`config.mk`:
```
export PLATFORM = sky130hd
export DESIGN_NAME = met_ctrl
export DESIGN_NICKNAME = d
export VERILOG_FILES = /design/src/rtl/met_pkg.sv /design/src/rtl/met_ctrl.sv
export SDC_FILE = /design/constraint.sdc
export NUM_CORES = 1
export LEC_CHECK = 0
export BUFFER_PORTS_ARGS = -buffer_cell sky130_fd_sc_hd__clkbuf_2
export CAP_MARGIN = 5
export CORE_AREA = 2 2 39 41
export CTS_CLUSTER_DIAMETER = 150
export DETAILED_ROUTE_END_ITERATION = 10
export DIE_AREA = 0 0 41 43
export GPL_TIMING_DRIVEN = 0
export PLACE_DENSITY_LB_ADDON = 0.25
export SLEW_MARGIN = 20
export SYNTH_ARGS = -nofsm -noshare
export SYNTH_HDL_FRONTEND = slang
export SYNTH_SLANG_ARGS = --single-unit
```
`constraint.sdc`:
```
create_clock -name i_clk -period 2.2 [get_ports i_clk]
set_input_delay 0.22 -clock i_clk [delete_from_list [all_inputs] [get_ports i_clk]]
set_output_delay 0.22 -clock i_clk [all_outputs]
set_load 0.01 [all_outputs]
```
`src/rtl/met_pkg.sv`:
```
package met_pkg;

    localparam int COORD_BITS = 12;
    localparam int FRAC_BITS  = 28;
    localparam int ITER_BITS  = 16;
    localparam int WORD_BITS  = 36;
    localparam int STEP_BITS  = 35;
    localparam int ESC_BITS   = 35;
    localparam int SHADE_BITS = 8;

    localparam int PROD_BITS = 2 * WORD_BITS;
    localparam int LO_BITS   = WORD_BITS / 2;
    localparam int HI_BITS   = WORD_BITS - LO_BITS;
    localparam int PART_BITS = LO_BITS + 1;
    localparam int MAP_BITS  = COORD_BITS + STEP_BITS;
    localparam int MAG_BITS  = WORD_BITS + 1;

    localparam int APB_DATA_BITS = 64;
    localparam int APB_ADDR_BITS = 6;
    localparam int ADDR_LSB      = 3;
    localparam int REG_IDX_BITS  = APB_ADDR_BITS - ADDR_LSB;

    typedef logic signed [WORD_BITS-1:0] t_word;
    typedef logic signed [PROD_BITS-1:0] t_wide;

    localparam logic [ITER_BITS-1:0]  ITER_LIMIT_RST   = ITER_BITS'(300);
    localparam logic [ESC_BITS-1:0]   ESC_SQUARE_RST   = ESC_BITS'(536870912);
    localparam t_word                 ORIGIN_REAL_RST  = -36'sd671088640;
    localparam t_word                 ORIGIN_IMAG_RST  = -36'sd536870912;
    localparam logic [STEP_BITS-1:0]  STEP_REAL_RST    = STEP_BITS'(1789570);
    localparam logic [STEP_BITS-1:0]  STEP_IMAG_RST    = STEP_BITS'(1789570);
    localparam logic [SHADE_BITS-1:0] INSIDE_SHADE_RST = SHADE_BITS'(150);

    typedef enum logic [REG_IDX_BITS-1:0] {
        REG_ITER_LIMIT   = 3'd0,
        REG_ESC_SQUARE   = 3'd1,
        REG_ORIGIN_REAL  = 3'd2,
        REG_ORIGIN_IMAG  = 3'd3,
        REG_STEP_REAL    = 3'd4,
        REG_STEP_IMAG    = 3'd5,
        REG_INSIDE_SHADE = 3'd6
    } t_reg_idx;

    typedef struct packed {
        logic [ITER_BITS-1:0]  iter_limit;
        logic [ESC_BITS-1:0]   esc_square;
        t_word                 origin_real;
        t_word                 origin_imag;
        logic [STEP_BITS-1:0]  step_real;
        logic [STEP_BITS-1:0]  step_imag;
        logic [SHADE_BITS-1:0] inside_shade;
    } t_cfg;

    typedef enum logic [1:0] {
        MS_XY,
        MS_XX,
        MS_YY
    } t_mul_sel;

    typedef struct packed {
        logic     load_in;
        logic     map;
        logic     clamp;
        logic     snap;
        logic     mul_start;
        t_mul_sel mul_sel;
        logic     upd;
        logic     set_zx2;
        logic     set_zy2;
        logic     load_out;
    } t_dp_cmd;

    typedef struct packed {
        logic go;
        logic mul_done;
    } t_dp_sts;

    function automatic t_word sat_word(input t_wide v);
        t_wide hi_lim;
        t_wide lo_lim;
        t_word res;
        hi_lim = t_wide'({1'b0, {(WORD_BITS-1){1'b1}}});
        lo_lim = -hi_lim - t_wide'(1);
        if (v > hi_lim) begin
            res = hi_lim[WORD_BITS-1:0];
        end else if (v < lo_lim) begin
            res = lo_lim[WORD_BITS-1:0];
        end else begin
            res = v[WORD_BITS-1:0];
        end
        return res;
    endfunction

endpackage

```
`src/rtl/met_ctrl.sv`:
```
module met_ctrl import met_pkg::*; (
    input  logic    i_clk,
    input  logic    i_rst_n,
    input  logic    i_valid,
    output logic    o_ready,
    output logic    o_valid,
    input  logic    i_ready,
    input  t_dp_sts i_sts,
    output t_dp_cmd o_cmd
);

    typedef enum logic [3:0] {
        S_IDLE,
        S_MAP,
        S_CLAMP,
        S_SNAP,
        S_TEST,
        S_MUL_T,
        S_SQ_START,
        S_MUL_X,
        S_MUL_Y,
        S_DONE
    } t_state;

    t_state r_state;
    t_state n_state;
    logic   r_out_valid;
    logic   n_out_valid;
    logic   w_out_free;

    assign w_out_free = !r_out_valid || i_ready;
    assign o_ready    = (r_state == S_IDLE);
    assign o_valid    = r_out_valid;

    always_comb begin
        o_cmd   = '0;
        n_state = r_state;
        unique case (r_state)
            S_IDLE: begin
                if (i_valid) begin
                    o_cmd.load_in = 1'b1;
                    n_state       = S_MAP;
                end
            end
            S_MAP: begin
                o_cmd.map = 1'b1;
                n_state   = S_CLAMP;
            end
            S_CLAMP: begin
                o_cmd.clamp = 1'b1;
                n_state     = S_SNAP;
            end
            S_SNAP: begin
                o_cmd.snap = 1'b1;
                n_state    = S_TEST;
            end
            S_TEST: begin
                if (i_sts.go) begin
                    o_cmd.mul_start = 1'b1;
                    o_cmd.mul_sel   = MS_XY;
                    n_state         = S_MUL_T;
                end else begin
                    n_state = S_DONE;
                end
            end
            S_MUL_T: begin
                if (i_sts.mul_done) begin
                    o_cmd.upd = 1'b1;
                    n_state   = S_SQ_START;
                end
            end
            S_SQ_START: begin
                o_cmd.mul_start = 1'b1;
                o_cmd.mul_sel   = MS_XX;
                n_state         = S_MUL_X;
            end
            S_MUL_X: begin
                if (i_sts.mul_done) begin
                    o_cmd.set_zx2   = 1'b1;
                    o_cmd.mul_start = 1'b1;
                    o_cmd.mul_sel   = MS_YY;
                    n_state         = S_MUL_Y;
                end
            end
            S_MUL_Y: begin
                if (i_sts.mul_done) begin
                    o_cmd.set_zy2 = 1'b1;
                    n_state       = S_TEST;
                end
            end
            S_DONE: begin
                if (w_out_free) begin
                    o_cmd.load_out = 1'b1;
                    n_state        = S_IDLE;
                end
            end
            default: n_state = S_IDLE;
        endcase
    end

    always_comb begin
        if (o_cmd.load_out) begin
            n_out_valid = 1'b1;
        end else if (i_ready) begin
            n_out_valid = 1'b0;
        end else begin
            n_out_valid = r_out_valid;
        end
    end

    always_ff @(posedge i_clk) begin
        if (!i_rst_n) begin
            r_state     <= S_IDLE;
            r_out_valid <= 1'b0;
        end else begin
            r_state     <= n_state;
            r_out_valid <= n_out_valid;
        end
    end

endmodule

```
==> metrics.txt, run 1 <==
Finished Layout Cells=96; Leak Pwr=0.000248 uW; number of top-level pins=19; top-area cell type share of the netlist area=22.9%; Metal-1 WL=547 um; Clock transition at path regs=0.04 ns; Synth Warn #=0; Multi-input gate area=295 um2; clk sinks=5; CTS resizes=0; Final Cycle Share=85.9%; post-synth cell types=26; Fmax=529 MHz; Initial Util=31.6%; FFs w/ async S/R, synth=0%; Worst Clk Skew=0.00170 ns; count of final setup violators=0; Total Die Area=1760 um2; Tot GR Track Use=15.4%; Routed Wire Length=1100 um; Worst Setup Start Kind=register; cell chain of the critical path=clkbuf_1, nand2b_1, nor3_1, buf_4, clkbuf_2; # Max-Cap Violations=0; Max-slew headroom=73.6%; ys flop type=dfxtp_1; placed instance count=92; grt ovf=0; Worst Path Buf+Inv=3; Max Used Layer=met4; initial antenna violation count=0; drt via density=4.99; Hold Crit Class=in -> reg; Levels on crit path=5; flops & latches, synth=5; met2 wire length=509 um; Post-Synthesis Cells=58; Largest stage delay, worst path=0.44 ns; drt first-iter violations=4; setup TNS=0 ns; buffers added on ports=18; # nets final=87; Post-route DRC=0; worst-case reg-to-reg path depth=4; worst-margin pin slew=0.397 ns; worst-skew pair later-pin latency=0.24 ns; vias in the first global route=418; final worst path period need=1.89 ns; Die Height=43 um; commonest non-fill, non-tap cells in the layout=clkbuf_2 (18), nor2_1 (10), nor3_1 (5), dfxtp_1 (5), nand2b_1 (4); pwr/cell area=798 nW/um2; clk buf depth=2; fin. max-slew vios=0; post-synth top area cell=dfxtp_1; Storage cell area=100 um2; row count=14; number of fill cells=146; Seq/Total Area, Yosys=22.9%; Antenna diodes=0; worst setup path class=reg -> out; routed wl met3=30 um; setup slack after layout=0.311 ns; Via Count=479; Peak VDD IR=0.257 mV; Syn-to-layout area delta=31.1%; Worst Path Required=1.98 ns; cts bufs inserted=3; share of post-route cells with drive strength above 1=36.3%; Fin. Hold Viols=0; crit-path leading delay family=buffers and inverters; post-route core utilization=41.5%; largest net degree at the start of global routing=11; Post-CTS Hold Fix Bufs=0; ANT nets after route=0; first-pass GRT wire length=1810 um; Synth area leaders=dfxtp_1 (23%), nor2_1 (8.6%), or4b_1 (6.9%), nand2b_1 (5.7%), nor3_1 (5.7%); synthesized net count=64; RSZ-0062 raised after global routing=no; Post-CTS Repair Setup Buffers=0; status=complete, no violations; Post-Place Setup Slack=0.573 ns; WHS Path Cells=2; commonest non-fill, non-tap cell in the layout=clkbuf_2; number of synthesized flops with an enable pin=0; Mapped Avg Cell Area=7.55 um2; Worst Path Max Fanout=10; Root Buffer=clkbuf_4; Chip Width=41 um; Avg WL per Cell=11.4 um; core area=1380 um2; drt first pass iters=4; CTS tree=done; crit path capture type=primary output; slowest stage cell, crit path=dfxtp_1; Syn Std Cell Area=438 um2; H-tree depth=1; DP Wirelength=793 um; Arrival @ worst endpoint=1.67 ns; GPL Wtd Cong=0.799
==> metrics by stage <==
step | hold WS (ns) | cell area [um2] | power [uW]
2_1_floorplan | 0.362 | 438 | 285
3_3_place_gp | 0.501 | 548 | 350
3_5_place_dp | 0.495 | 548 | 354
4_1_cts | 0.235 | 574 | 464
5_1_grt | 0.252 | 574 | 498
6_report | 0.240 | 574 | 458
==> per-layer routing <==
metal	vias to the layer above	track usage (%)
met5	-	0
met4	0	8.00
met3	2	4.71
met2	11	21.6
met1	211	20.4
li1	255	-
==> final cells by class <==
class                           instances  area share (%)
Timing Repair Buffer                   18            15.7
Buffer                                  5            5.45
Tap cell                               16            3.49
Inverter                                3            1.96
Clock buffer                            4            4.58
Sequential cell                         5            17.4
Multi-Input combinational cell         45            51.4
==> worst paths after layout <==
path | end | start | slack (ns)
max | o_cmd[0] | r_state[0] | 0.31
min | r_state[2] | i_rst_n | 0.24
max reg2reg | r_state[2] | r_state[0] | 0.59
min reg2reg | o_valid | o_valid | 0.65
==> synth_stat cells, types with 2 or more instances <==
cell type  count
mux2_2         2
o211ai_1       2
inv_1          3
nor2_1        10
a21oi_1        3
nand3_1        2
dfxtp_1        5
clkbuf_1       2
nand2b_1       4
nor3_1         5
or4b_1         3
o21ai_0        3
==> registers in the layout, summed over array words and instances (netlist names) <==
signal   count
o_valid      1
r_state      4
==> cells by family (layout without fill, tap and decap cells) <==
kind of cell,after synthesis,after routing,share of synthesized area [%]
simple gates,32,32,43.7
compound gates,11,11,18.6
buf+inv,8,30,9.71
flops,5,5,22.9
mux,2,2,5.14
==> power breakdown <==
part | switching, uW | internal (uW) | total, uW | leakage [uW]
combinational | 128 | 98.7 | 227 | 0.000192
sequential | 17.8 | 106 | 124 | 0.0000408
clock | 38.9 | 68.6 | 108 | 0.0000150
total | 185 | 273 | 458 | 0.000248
(Power assumes the default switching activity.)
==> run 2, diff against run 1 <==
clock period = 1.63 ns   (was 2.2 ns; I/O delays follow)
==> run 2 against run 1 <==
Clock-buffer cell count is the same. Final area is 4.4% higher. Power up 38%. First-iteration DRC count is 75% higher. Non-clock buffer count grew 1. Flip-flop and latch count unchanged. Global-route usage did not move. Sequential power is 38% higher. Final cell count rose by 1.0%. Die area is the same. Critical path depth stayed put. Critical path type unchanged. Highest routed layer unchanged.
==> metrics.txt, run 2 (synthesis gave the netlist of run 1 again) <==
status=complete, no violations; register-to-register setup slack=0.08 ns; Arrival @ worst endpoint=1.40 ns; Routed Wire Length=1090 um; Via Count=497; first-pass GRT wire length=1810 um; Worst Clk Skew=0.00169 ns; number of fill cells=145; Hold EP=r_state[2]; clk sinks=5; vias in the first global route=418; Max-slew headroom=76.6%; count of final setup violators=0; register with the most flip-flops=r_state; Worst Setup Start Kind=register; Initial Util=31.6%; drt first pass iters=4; Chip Width=41 um; row count=14; commonest non-fill, non-tap cells in the layout=clkbuf_2 (19), nor2_1 (10), nor3_1 (5); Die Height=43 um; Largest stage delay, worst path=0.39 ns; Post-route DRC=0; Tot GR Track Use=15.4%; final worst path period need=1.56 ns; commonest non-fill, non-tap cell in the layout=clkbuf_2; Clock transition at path regs=0.04 ns; FF-to-FF Start=r_state[2]; Syn-to-layout area delta=36.9%; worst-margin pin slew=0.346 ns; Root Buffer=clkbuf_4; initial antenna violation count=0; cts bufs inserted=3; setup TNS=0 ns; drt first-iter violations=7; pwr/cell area=1050 nW/um2; crit path capture type=primary output; Antenna diodes=0; Hold Crit Class=in -> reg; overall power=631 uW; grt ovf=0; share of post-route cells with drive strength above 1=45.7%; ANT nets after route=0; Fin. Hold Viols=0; largest net degree at the start of global routing=11; Leak Pwr=0.000264 uW; Worst Path Max Fanout=10; WHS Path Cells=2; DP Wirelength=793 um; Fmax=639 MHz; # Max-Cap Violations=0; worst setup path class=reg -> out; Final Cycle Share=96.0%; drt via density=5.12; Worst Path Required=1.47 ns; core area=1380 um2; number of top-level pins=19; Peak VDD IR=0.350 mV; GPL Wtd Cong=0.799; RSZ-0062 raised after global routing=no; worst-skew pair later-pin latency=0.24 ns; Post-CTS Hold Fix Bufs=0; # nets final=88; r2r endpoint=r_state[3]; fin. max-slew vios=0; slowest stage cell, crit path=dfxtp_2; H-tree depth=1; worst-case reg-to-reg path depth=5; CTS tree=done; Finished Layout Cells=97; clk buf depth=2; Avg WL per Cell=11.2 um; buffers added on ports=18; max reg flops=4; cell chain of the critical path=clkbuf_4, nand2b_1, nor3_1, buf_4, clkbuf_2; placed instance count=92; min-delay src=i_rst_n; Total Die Area=1760 um2
[run 2: critical path, delay by kind of cell (launching register included)]
family	cells	cell delay [ns]
simple gates	2	0.30
flops	1	0.39
buf+inv	3	0.46
[run 2: worst max path at each step]
stage | startpoint | endpoint | slack (ns)
after detailed placement | r_state[0] | r_state[2] | 0.02
after CTS | r_state[0] | o_cmd[1] | 0.03
final | r_state[0] | o_cmd[0] | 0.07
after global routing | r_state[0] | o_cmd[1] | 0.002
after global placement | r_state[0] | r_state[2] | 0.03
after floorplan | r_state[2] | r_state[2] | 0.11
[run 2: area by class of cell]
| type | instances | area, um2 | share of cell area, % |
|---|---|---|---|
| multi-input combinational | 45 | 305 | 50.9 |
| inverter | 3 | 11.3 | 1.88 |
| tap | 16 | 20.0 | 3.34 |
| sequential | 5 | 103 | 17.1 |
| clock buffer | 4 | 26.3 | 4.38 |
| buffer | 5 | 36.3 | 6.05 |
| timing repair buffer | 19 | 97.6 | 16.3 |
[run 2: what timing repair did]
| item | 4_1_cts | 5_1_grt |
|---|---|---|
| buffers inserted | 0 | 1 |
| endpoints found under the setup margin | 7 | 5 |
| hold endpoints to repair | 0 | 0 |
| resized for setup | 4 | 4 |
| pin swaps | 0 | 1 |
[run 2: metal layers]
layer  GRT usage [%]  routed length (um)  share of wire (%)
met3            4.71                  23                2.1
met4            8.00                  23                2.1
met1            20.4                 518                 47
met5               0                   0                  0
met2            21.6                 526                 48
[run 2: metrics by stage]
stage	setup slack [ns]	cell area [um2]	utilization, %	hold slack (ns)
global route	0.00191	599	43.3	0.195
global placement	0.0254	548	39.6	0.444
detailed placement	0.0183	548	39.6	0.438
finish	0.0652	599	43.3	0.184
CTS	0.0292	581	42.0	0.178
floorplan	0.106	438	-	0.305
[run 2: report_power, final]
group / internal [uW] / total, uW / switching [uW]
clock: 92.6 / 144 / 51.2
combinational: 142 / 316 / 174
sequential: 145 / 171 / 26.0
