### config.mk
export PLATFORM = sky130hd
export DESIGN_NAME = met_regs
export DESIGN_NICKNAME = d
export VERILOG_FILES = /design/src/rtl/met_pkg.sv /design/src/rtl/met_regs.sv
export SDC_FILE = /design/constraint.sdc
export NUM_CORES = 1
export LEC_CHECK = 0
export ABC_AREA = 1
export BUFFER_PORTS_ARGS = -buffer_cell sky130_fd_sc_hd__buf_2
export CORE_ASPECT_RATIO = 1.1
export CORE_MARGIN = 2
export CORE_UTILIZATION = 39
export CTS_CLUSTER_DIAMETER = 80
export DETAILED_ROUTE_END_ITERATION = 16
export GPL_TIMING_DRIVEN = 0
export PLACE_DENSITY = 0.67
export SLEW_MARGIN = 20
export SYNTH_ARGS = -nofsm -noshare
export SYNTH_HDL_FRONTEND = slang
export SYNTH_SLANG_ARGS = --single-unit
### constraint.sdc
create_clock -name i_clk -period 2.7 [get_ports i_clk]
set_input_delay 0.675 -clock i_clk [delete_from_list [all_inputs] [get_ports i_clk]]
set_output_delay 0.675 -clock i_clk [all_outputs]
set_load 0.02 [all_outputs]
### src/rtl/met_pkg.sv
package met_pkg;

    localparam int COORD_BITS = 12;
    localparam int FRAC_BITS  = 28;
    localparam int ITER_BITS  = 16;
    localparam int WORD_BITS  = 36;
    localparam int STEP_BITS  = 35;
    localparam int ESC_BITS   = 35;
    localparam int SHADE_BITS = 8;

    localparam int PROD_BITS = 2 * WORD_BITS;
    localparam int LO_BITS   = WORD_BITS / 2;
    localparam int HI_BITS   = WORD_BITS - LO_BITS;
    localparam int PART_BITS = LO_BITS + 1;
    localparam int MAP_BITS  = COORD_BITS + STEP_BITS;
    localparam int MAG_BITS  = WORD_BITS + 1;

    localparam int APB_DATA_BITS = 64;
    localparam int APB_ADDR_BITS = 6;
    localparam int ADDR_LSB      = 3;
    localparam int REG_IDX_BITS  = APB_ADDR_BITS - ADDR_LSB;

    typedef logic signed [WORD_BITS-1:0] t_word;
    typedef logic signed [PROD_BITS-1:0] t_wide;

    localparam logic [ITER_BITS-1:0]  ITER_LIMIT_RST   = ITER_BITS'(300);
    localparam logic [ESC_BITS-1:0]   ESC_SQUARE_RST   = ESC_BITS'(536870912);
    localparam t_word                 ORIGIN_REAL_RST  = -36'sd671088640;
    localparam t_word                 ORIGIN_IMAG_RST  = -36'sd536870912;
    localparam logic [STEP_BITS-1:0]  STEP_REAL_RST    = STEP_BITS'(1789570);
    localparam logic [STEP_BITS-1:0]  STEP_IMAG_RST    = STEP_BITS'(1789570);
    localparam logic [SHADE_BITS-1:0] INSIDE_SHADE_RST = SHADE_BITS'(150);

    typedef enum logic [REG_IDX_BITS-1:0] {
        REG_ITER_LIMIT   = 3'd0,
        REG_ESC_SQUARE   = 3'd1,
        REG_ORIGIN_REAL  = 3'd2,
        REG_ORIGIN_IMAG  = 3'd3,
        REG_STEP_REAL    = 3'd4,
        REG_STEP_IMAG    = 3'd5,
        REG_INSIDE_SHADE = 3'd6
    } t_reg_idx;

    typedef struct packed {
        logic [ITER_BITS-1:0]  iter_limit;
        logic [ESC_BITS-1:0]   esc_square;
        t_word                 origin_real;
        t_word                 origin_imag;
        logic [STEP_BITS-1:0]  step_real;
        logic [STEP_BITS-1:0]  step_imag;
        logic [SHADE_BITS-1:0] inside_shade;
    } t_cfg;

    typedef enum logic [1:0] {
        MS_XY,
        MS_XX,
        MS_YY
    } t_mul_sel;

    typedef struct packed {
        logic     load_in;
        logic     map;
        logic     clamp;
        logic     snap;
        logic     mul_start;
        t_mul_sel mul_sel;
        logic     upd;
        logic     set_zx2;
        logic     set_zy2;
        logic     load_out;
    } t_dp_cmd;

    typedef struct packed {
        logic go;
        logic mul_done;
    } t_dp_sts;

    function automatic t_word sat_word(input t_wide v);
        t_wide hi_lim;
        t_wide lo_lim;
        t_word res;
        hi_lim = t_wide'({1'b0, {(WORD_BITS-1){1'b1}}});
        lo_lim = -hi_lim - t_wide'(1);
        if (v > hi_lim) begin
            res = hi_lim[WORD_BITS-1:0];
        end else if (v < lo_lim) begin
            res = lo_lim[WORD_BITS-1:0];
        end else begin
            res = v[WORD_BITS-1:0];
        end
        return res;
    endfunction

endpackage

### src/rtl/met_regs.sv
module met_regs import met_pkg::*; (
    input  logic                     i_clk,
    input  logic                     i_rst_n,
    input  logic                     psel,
    input  logic                     penable,
    input  logic                     pwrite,
    input  logic [APB_ADDR_BITS-1:0] paddr,
    input  logic [APB_DATA_BITS-1:0] pwdata,
    output logic [APB_DATA_BITS-1:0] prdata,
    output logic                     pready,
    output t_cfg                     o_cfg
);

    t_cfg     r_cfg;
    t_reg_idx w_idx;
    logic     w_wr;

    assign w_idx  = t_reg_idx'(paddr[APB_ADDR_BITS-1:ADDR_LSB]);
    assign pready = 1'b1;
    assign w_wr   = psel && penable && pwrite && pready;
    assign o_cfg  = r_cfg;

    always_ff @(posedge i_clk) begin
        if (!i_rst_n) begin
            r_cfg.iter_limit   <= ITER_LIMIT_RST;
            r_cfg.esc_square   <= ESC_SQUARE_RST;
            r_cfg.origin_real  <= ORIGIN_REAL_RST;
            r_cfg.origin_imag  <= ORIGIN_IMAG_RST;
            r_cfg.step_real    <= STEP_REAL_RST;
            r_cfg.step_imag    <= STEP_IMAG_RST;
            r_cfg.inside_shade <= INSIDE_SHADE_RST;
        end else if (w_wr) begin
            unique case (w_idx)
                REG_ITER_LIMIT:   r_cfg.iter_limit   <= pwdata[ITER_BITS-1:0];
                REG_ESC_SQUARE:   r_cfg.esc_square   <= pwdata[ESC_BITS-1:0];
                REG_ORIGIN_REAL:  r_cfg.origin_real  <= pwdata[WORD_BITS-1:0];
                REG_ORIGIN_IMAG:  r_cfg.origin_imag  <= pwdata[WORD_BITS-1:0];
                REG_STEP_REAL:    r_cfg.step_real    <= pwdata[STEP_BITS-1:0];
                REG_STEP_IMAG:    r_cfg.step_imag    <= pwdata[STEP_BITS-1:0];
                REG_INSIDE_SHADE: r_cfg.inside_shade <= pwdata[SHADE_BITS-1:0];
                default: ;
            endcase
        end
    end

    always_comb begin
        unique case (w_idx)
            REG_ITER_LIMIT:   prdata = APB_DATA_BITS'(r_cfg.iter_limit);
            REG_ESC_SQUARE:   prdata = APB_DATA_BITS'(r_cfg.esc_square);
            REG_ORIGIN_REAL:  prdata = APB_DATA_BITS'(r_cfg.origin_real);
            REG_ORIGIN_IMAG:  prdata = APB_DATA_BITS'(r_cfg.origin_imag);
            REG_STEP_REAL:    prdata = APB_DATA_BITS'(r_cfg.step_real);
            REG_STEP_IMAG:    prdata = APB_DATA_BITS'(r_cfg.step_imag);
            REG_INSIDE_SHADE: prdata = APB_DATA_BITS'(r_cfg.inside_shade);
            default:          prdata = '0;
        endcase
    end

endmodule

==> impl_metrics.tcl, run 1 <==
set metrics [dict create \
    status "finished, violations left" \
    failed_checks "setup timing" \
    die_w_um 155 \
    grt_util_all_layers 0.305 \
    nets 1996 \
    postLayoutCoreUtil 0.518 \
    clkTransAtPathRegs_ns 0.06 \
    seq_area_um2 4020 \
    hold_class "in -> reg" \
    place_congestion 0.928 \
    yosysWarnings 0 \
    powerDensity_nw_per_um2 560 \
    syn_area_um2 9840 \
    die_area_um2 26500 \
    synth_top_cell_area_share 0.409 \
    grt_overflow 0 \
    switchingPower_w 0.00191 \
    netlist_top_cells_area "dfxtp_1, nand2_1, nor2_1" \
    final.setup.worst_slack_ns -0.00356 \
    fin_crit_ns 2.70 \
    endpoint_kind "output pin" \
    swShare 0.268 \
    seq_power_share 0.426 \
    synth_edf_count 0 \
    p_leak_nw 6.68 \
    busiest_layer "met2" \
    largest_register_ffs 201 \
    holdPathStages 3 \
    p_total_w 0.00714 \
    r2r-end "o_cfg[194]$_SDFFE_PN0P_" \
    p_comb_frac 0.124 \
    max_freq_mhz 370 \
    reg2reg_slack_ns 2.01 \
    wl_mm 42.2 \
    die_y_um 171 \
    rsz0062_at_grt "yes" \
    finalCritPeriodShare 1.00 \
    r2r_cells 2 \
    htree_levels 1 \
    grt_max_degree 16 \
    syn_nets 1659 \
    ys_async_sr_fraction 0 \
    use_met3 0.0598 \
    diodes 0 \
    grt_use_met2 0.520 \
    final_hold_viol_count 0 \
    vdd_drop_max_mv 0.361 \
    post-synth-top-area-cell "dfxtp_1" \
    ant_nets 0 \
    dr.pass1.iters 6 \
    met1_usage 0.387 \
    row_count 60 \
    ios 341 \
    setup_violations 6 \
    grt_pass1_vias 10192 \
    antenna_found_initial 0 \
    synth.most_common_cell "nand2_1" \
    worstHoldStart "pwdata[5]" \
    maxSlewViolCount 0 \
    synth_cell_types 18 \
    cts.path.max_buffers 3 \
    worstSetupPathType "in -> out" \
    cp.arrival_ns 2.03 \
    cts_hold_buf 0 \
    synth.avg_cell_area_um2 6.21 \
    syn_inst 1584 \
    vias 11523 \
    clockPowerShare 0.450 \
    hold_path_end "o_cfg[190]$_SDFFE_PN1P_" \
    dp_hpwl_mm 31.2 \
    core_area_um2 24600 \
    multi_input_area_um2 4820 \
    synth-seq-area-share 0.409 \
    fillers 2547 \
    cts_sinks 201 \
    io_buffers 306 \
    ys_top_cells_by_count "nand2_1, nor2_1, dfxtp_1" \
    finClkSkew_ns 0 \
    grt_pass1_wl_mm 61.6 \
    syn_to_final_growth_pct 29.6 \
    vias_per_cell 5.13 \
    worstPathRequired_ns 2.03 \
    relSlewSlack 0.486 \
    cts_buffers 23 \
    synth-seq-cells 201 \
    remaining_drc_errors 0 \
    wire_per_inst_um 18.8 \
    max_cap_viol_count 0 \
    cts_tree "built" \
    start_kind "input pin" \
    drive_gt1_frac 0.242 \
    first_iter_violations 1060 \
    path_max_fanout 10 \
    tightest_slew_ns 0.771 \
    p_int_w 0.00522 \
    ys.flop_type "dfxtp_1" \
    start_util 0.399 \
    worstReg2RegStart "o_cfg[194]$_SDFFE_PN0P_" \
    cts_root_buf "clkbuf_16" \
    insertion_delay_ns 0.51 \
]
-- cells by family (layout without fill, tap and decap cells) --
family,after synthesis,in the layout,share of synthesized area
compound gates,15,15,0.00763
buf+inv,227,576,0.107
flops,201,201,0.409
other cells,1,1,0.000381
simple gates,1140,1142,0.476
-- power groups by stage --
stage	clock network, W	registers, W	logic [W]
2_1_floorplan	0	0.00314	0.000470
3_3_place_gp	0	0.00310	0.000834
3_5_place_dp	0	0.00310	0.000838
4_1_cts	0.00323	0.00304	0.000862
5_1_grt	0.00335	0.00304	0.000945
6_report	0.00321	0.00304	0.000886
-- repair_timing --
| item | in CTS | in global routing |
|---|---|---|
| gates cloned | 2 | 1 |
| setup buffers | 4 | 1 |
| endpoints found under the hold margin | 0 | 0 |
| setup endpoints to repair | 64 | 64 |
| resized for setup | 38 | 23 |
| pin swaps | 3 | 1 |
-- placed cells by master, fill, tap and decap left out, types with 6 or more instances in the layout --
master and instances:
clkbuf_1 28, buf_2 353, nand3_1 199, clkbuf_16 24, nand2_1 501, dfxtp_1 201, o21ai_0 15, nand4_1 38
buf_6 6, inv_1 91, buf_1 6, buf_4 43, nor2_1 386, nor2_4 7
-- routing by layer --
layer,part of all wire,routed length [um]
met2,0.48,20200
met3,0.099,4200
met5,0,0
met4,0.031,1300
met1,0.39,16500
-- critical path, cell delays in order --
cell and delay (ns):
buf_2 0.13, buf_4 0.19, nand2_1 0.11, nor2_4 0.16
buf_6 0.20, nand2_4 0.12, nand2_2 0.16, buf_4 0.12
buf_2 0.15
-- stage by stage --
step | setup TNS, ns | instance area (um2) | setup slack [ns] | hold slack [ns] | cells
3_3_place_gp | -25.02 | 11800 | -0.533 | 0.460 | 2200
3_5_place_dp | -25.88 | 11800 | -0.565 | 0.469 | 2200
4_1_cts | -0.131 | 12700 | -0.0453 | 0.388 | 2245
2_1_floorplan | 0 | 9840 | 0.0251 | 0.556 | 1584
5_1_grt | -0.796 | 12700 | -0.0528 | 0.405 | 2245
6_report | -0.0167 | 12700 | -0.00356 | 0.396 | 2245
-- final cells by class --
| type | count | share of cell area |
|---|---|---|
| repair buffers | 312 | 0.126 |
| clock buffers | 31 | 0.0507 |
| clock inverters | 8 | 0.00903 |
| well taps | 310 | 0.0304 |
| flip-flops and latches | 201 | 0.316 |
| plain buffers | 132 | 0.0622 |
| inverters | 93 | 0.0274 |
| multi-input cells | 1158 | 0.378 |
-- how the worst max path moves through the flow --
stage / from / end / slack (ns) / cells past startpoint
after CTS: paddr[4] / prdata[34] / -0.05 / 11
after global routing: paddr[3] / prdata[24] / -0.05 / 10
after floorplan: paddr[4] / prdata[36] / 0.03 / 8
after global placement: paddr[3] / prdata[38] / -0.53 / 10
final: paddr[3] / prdata[56] / -0.004 / 9
after detailed placement: paddr[3] / prdata[38] / -0.56 / 10
No activity file was read; power rests on OpenSTA's default activity.
==> run 2, diff against run 1 <==
CTS_BUF_LIST = sky130_fd_sc_hd__clkbuf_2 sky130_fd_sc_hd__clkbuf_4 sky130_fd_sc_hd__clkbuf_8   (was not set)
==> impl_metrics.tcl, run 2 (synthesized netlist as in run 1, its figures left out) <==
set metrics [dict create \
    status "complete, no violations" \
    cts.path.max_buffers 3 \
    cts_root_buf "clkbuf_8" \
    cpPeakStageDelay_ns 0.31 \
    first_iter_violations 1263 \
    htree_levels 2 \
    place_congestion 0.928 \
    final_cell_mix "nand2_1, nor2_1, buf_2" \
    clockPowerShare 0.432 \
    vias 11518 \
    p_leak_nw 6.73 \
    die_y_um 171 \
    worstSetupPathType "in -> out" \
    postPlaceCellArea_um2 11800 \
    wl_mm 42.2 \
    multi_input_area_um2 4820 \
    clkTransAtPathRegs_ns 0.06 \
    grt_pass1_vias 10250 \
    setup_violations 0 \
    start_kind "input pin" \
    p_comb_frac 0.129 \
    cts_tree "built" \
    relSlewSlack 0.477 \
    cts_hold_buf 0 \
    final_hold_viol_count 0 \
    grt_overflow 0 \
    die_area_um2 26500 \
    seq_area_um2 4020 \
    p_total_w 0.00693 \
    dr.pass1.iters 6 \
    syn_to_final_growth_pct 30.0 \
    grt_max_degree 16 \
    start_util 0.399 \
    powerDensity_nw_per_um2 542 \
    antenna_found_initial 0 \
    finalCritPeriodShare 0.998 \
    fillers 2568 \
    endpoint_kind "output pin" \
    path_max_fanout 10 \
    fin_crit_ns 2.69 \
    slowest_stage "buf_2" \
    finClkSkew_ns 0 \
    max_freq_mhz 371 \
    ant_nets 0 \
    tightest_slew_ns 0.784 \
    maxSlewViolCount 0 \
    hold_class "in -> reg" \
    wire_per_inst_um 18.6 \
    io_buffers 306 \
    final_common_cell "nand2_1" \
    worstPathRequired_ns 2.03 \
    grt_util_all_layers 0.306 \
    row_count 60 \
    cp.arrival_ns 2.02 \
    vdd_drop_max_mv 0.252 \
    dp_hpwl_mm 31.2 \
    ios 341 \
    p_int_w 0.00500 \
    insertion_delay_ns 0.52 \
    max_cap_viol_count 0 \
    grt_pass1_wl_mm 61.5 \
    design_area_um2 12800 \
    crit_top_cell "buf_2" \
    nets 2013 \
    diodes 0 \
    remaining_drc_errors 0 \
    switchingPower_w 0.00192 \
    path_cells "buf_2 > buf_6 > nor2_4 > buf_2 > nand3_1 > nand2_1 > nor2_1 > nand2_1 > buf_2" \
    critPathTopFamily "buffers and inverters" \
    largest_register_ffs 201 \
    cts_sinks 201 \
    fin_setup_tns_ns 0 \
    vias_per_cell 5.07 \
    seq_power_share 0.439 \
    cts_buffers 35 \
    swShare 0.278 \
    die_w_um 155 \
    rsz0062_at_grt "no" \
    cp_num_buf_inv 4 \
    drive_gt1_frac 0.255 \
    core_area_um2 24600 \
    postLayoutCoreUtil 0.520 \
    stdcell_count 2273 \
    placed_cells 2200 \
]
run 2: changes by cell type in the layout (fill, tap and decap cells not counted), moves of 3 or more:
cell,previous run,this run
clkinv_2,5,2
clkbuf_1,28,24
clkbuf_4,5,22
clkbuf_16,24,0
buf_2,353,349
bufinv_16,3,0
clkbuf_8,4,47
buf_4,43,47
run 2: final cells by class:
cell class,count,area share
plain buffers,132,0.0628
clock buffers,60,0.0582
clock inverters,2,0.000782
inverters,93,0.0275
multi-input cells,1158,0.377
flip-flops and latches,201,0.315
well taps,310,0.0303
repair buffers,317,0.129
run 2: power by group through the flow:
stage / logic [W] / registers, W / clock network [W]
global route: 0.000951 / 0.00304 / 0.00315
CTS: 0.000867 / 0.00304 / 0.00301
global placement: 0.000834 / 0.00310 / 0
detailed placement: 0.000838 / 0.00310 / 0
finish: 0.000893 / 0.00304 / 0.00300
floorplan: 0.000470 / 0.00314 / 0
run 2: worst paths after layout:
path / start / to / slack, ns / cells past startpoint
max: paddr[3] / prdata[12] / 0.007 / 9
min: pwdata[11] / o_cfg[54]$_SDFFE_PN1P_ / 0.40 / 3
max reg2reg: o_cfg[51]$_SDFFE_PN0P_ / o_cfg[51]$_SDFFE_PN0P_ / 2.02 / 2
min reg2reg: o_cfg[145]$_SDFFE_PN1P_ / o_cfg[145]$_SDFFE_PN1P_ / 0.48 / 2
run 2: metal layers:
| layer | up-vias | share of wire | wire, um | track usage |
|---|---|---|---|---|
| li1 | 5584 | - | - | - |
| met1 | 5238 | 0.39 | 16600 | 0.386 |
| met3 | 73 | 0.10 | 4250 | 0.0656 |
| met5 | - | 0 | 0 | 0 |
| met4 | 0 | 0.026 | 1080 | 0.0989 |
| met2 | 623 | 0.48 | 20200 | 0.523 |
run 2: tightest hold or removal path, delay by kind of cell:
kind | cells | cell delay, ns
simple gates | 2 | 0.11
buf+inv | 1 | 0.10
run 2: per-stage QoR:
stage               setup WS [ns]  hold WS, ns
finish                    0.00659        0.397
floorplan                  0.0251        0.556
global route             0.000394        0.383
global placement           -0.533        0.460
CTS                       0.00366        0.373
detailed placement         -0.565        0.469
run 2: timing repair:
action,CTS,global route
resized for setup,43,22
endpoints found under the setup margin,64,64
pin swaps,3,1
buffers inserted,6,5
gates cloned,2,0
==> run 3, diff against run 2 <==
ABC_AREA = not set   (was 1)
CORE_ASPECT_RATIO = not set   (was 1.1)
PLACE_DENSITY = 0.68   (was 0.67)
==> impl_metrics.tcl, run 3 <==
set metrics [dict create \
    finalCritPeriodShare 0.999 \
    nets 1424 \
    die_y_um 158 \
    row_count 56 \
    dp_hpwl_mm 27.6 \
    final_common_cell "buf_2" \
    io_buffers 307 \
    endpoint_kind "output pin" \
    maxSlewViolCount 0 \
    synth.avg_cell_area_um2 9.45 \
    grt_pass1_wl_mm 54.5 \
    grt_pass1_vias 8641 \
    synth_top_cell_area_share 0.434 \
    dr.pass1.iters 5 \
    critPathTopFamily "buffers and inverters" \
    final.setup.worst_slack_ns 0.00160 \
    start_util 0.396 \
    cts.path.max_buffers 3 \
    worstPathRequired_ns 2.03 \
    grt_max_degree 21 \
    drive_gt1_frac 0.384 \
    max_cap_viol_count 0 \
    grt_util_all_layers 0.298 \
    hold_slack_ns 0.404 \
    p_total_w 0.00681 \
    netlist_top_cells_area "dfxtp_1, mux2i_1, nand2_1" \
    ios 341 \
    insertion_delay_ns 0.52 \
    die_area_um2 25000 \
    relSlewSlack 0.381 \
    die_w_um 158 \
    ys_async_sr_fraction 0 \
    p_leak_nw 5.97 \
    syn_nets 1056 \
    syn_area_um2 9270 \
    path_max_fanout 7 \
    wl_mm 39.4 \
    start_kind "input pin" \
    synth_edf_count 0 \
    clkTransAtPathRegs_ns 0.07 \
    status "complete, no violations" \
    syn_inst 981 \
    ant_nets 0 \
    remaining_drc_errors 0 \
    slowest_stage "a221o_1" \
    first_iter_violations 737 \
    final_hold_viol_count 0 \
    cts_root_buf "clkbuf_8" \
    hold_class "in -> reg" \
    cpPeakStageDelay_ns 0.43 \
    cp_num_buf_inv 4 \
    finClkSkew_ns 0 \
    cts_sinks 201 \
    place_ws_ns -0.652 \
    yosysWarnings 0 \
    antenna_found_initial 2 \
    max_freq_mhz 371 \
    cp.arrival_ns 2.02 \
    cts_tree "built" \
    fin_crit_ns 2.70 \
    synth.most_common_cell "dfxtp_1" \
    vias_per_cell 5.50 \
    setup_violations 0 \
    worstSetupPathType "in -> out" \
    largest_register_ffs 201 \
    final_cell_mix "buf_2, dfxtp_1, nand2_1" \
    wire_per_inst_um 23.3 \
    synth-seq-cells 201 \
    tightest_slew_ns 0.922 \
    core_area_um2 23400 \
    htree_levels 2 \
    syn_to_final_growth_pct 35.4 \
    synth_cell_types 47 \
    place_congestion 0.870 \
    cts_hold_buf 0 \
    fillers 2238 \
    post-synth-top-area-cell "dfxtp_1" \
    path_cells "buf_2 > buf_6 > nor2b_1 > buf_4 > and2_4 > a221o_1 > buf_6" \
    crit_top_cell "buf_6" \
    vdd_drop_max_mv 0.291 \
    rsz0062_at_grt "yes" \
    cts_buffers 35 \
    ys.flop_type "dfxtp_1" \
    ys_top_cells_by_count "dfxtp_1, mux2i_1, nand2_1" \
    powerDensity_nw_per_um2 543 \
    synth-seq-area-share 0.434 \
    vias 9312 \
    grt_overflow 0 \
]
[run 3: worst reg2reg max path: cells and delay by family, from the launching register on]
| family | cells | cell delay, ns |
|---|---|---|
| compound gates | 2 | 0.22 |
| flops | 1 | 0.35 |
[run 3: layout make-up]
class,count,area (um2),area share
Antenna cell,3,7.51,0.000598
Multi-Input combinational cell,657,4700,0.374
Buffer,111,847,0.0675
Clock inverter,7,66.3,0.00529
Sequential cell,201,4020,0.321
Clock buffer,52,653,0.0521
Inverter,12,45.0,0.00359
Tap cell,319,399,0.0318
Timing Repair Buffer,331,1810,0.144
[run 3: what timing repair did]
| action | CTS | global route |
|---|---|---|
| cloned | 1 | 3 |
| gates resized for setup | 59 | 45 |
| endpoints found under the setup margin | 64 | 48 |
| pin swaps | 3 | 3 |
| buffers inserted | 12 | 9 |
[run 3: final timing paths]
path,start,slack (ns),cells after the start,end
min reg2reg,o_cfg[58]$_SDFFE_PN0P_,0.47,2,o_cfg[58]$_SDFFE_PN0P_
max reg2reg,o_cfg[50]$_SDFFE_PN1P_,1.95,2,o_cfg[50]$_SDFFE_PN1P_
max,paddr[5],0.002,7,prdata[16]
min,pwdata[35],0.40,3,o_cfg[149]$_SDFFE_PN1P_
[run 3: report_power, final]
| part | leakage [nW] | total, W | switching, W | internal (W) |
|---|---|---|---|---|
| registers | 1.62 | 0.00302 | 0.0000237 | 0.00299 |
| clock network | 0.382 | 0.00293 | 0.00129 | 0.00164 |
| logic | 3.97 | 0.000864 | 0.000556 | 0.000308 |
| total | 5.97 | 0.00681 | 0.00187 | 0.00494 |
[run 3: cells by family (layout without fill, tap and decap cells)]
| kind of cell | Yosys count | in the layout | synth area share |
|---|---|---|---|
| AO/OA/AOI/OAI | 145 | 145 | 0.113 |
| flip-flops | 201 | 201 | 0.434 |
| AND/OR/NAND/NOR | 298 | 299 | 0.144 |
| other | 1 | 4 | 0.000405 |
| multiplexers | 212 | 212 | 0.231 |
| buffers and inverters | 124 | 513 | 0.0771 |
[run 3: metrics by stage]
stage / util / std cells / TNS [ns] / instance area, um2
floorplan: - / 981 / -0.929 / 9280
global placement: 0.479 / 1607 / -30.53 / 11200
detailed placement: 0.479 / 1607 / -32.12 / 11200
CTS: 0.523 / 1678 / -0.126 / 12200
global route: 0.536 / 1692 / -0.0800 / 12500
finish: 0.536 / 1693 / 0 / 12500
[run 3: routing by layer]
layer / track usage / part of all wire
met4: 0.112 / 0.035
met5: 0 / 0
met3: 0.0567 / 0.092
met1: 0.388 / 0.42
met2: 0.490 / 0.46
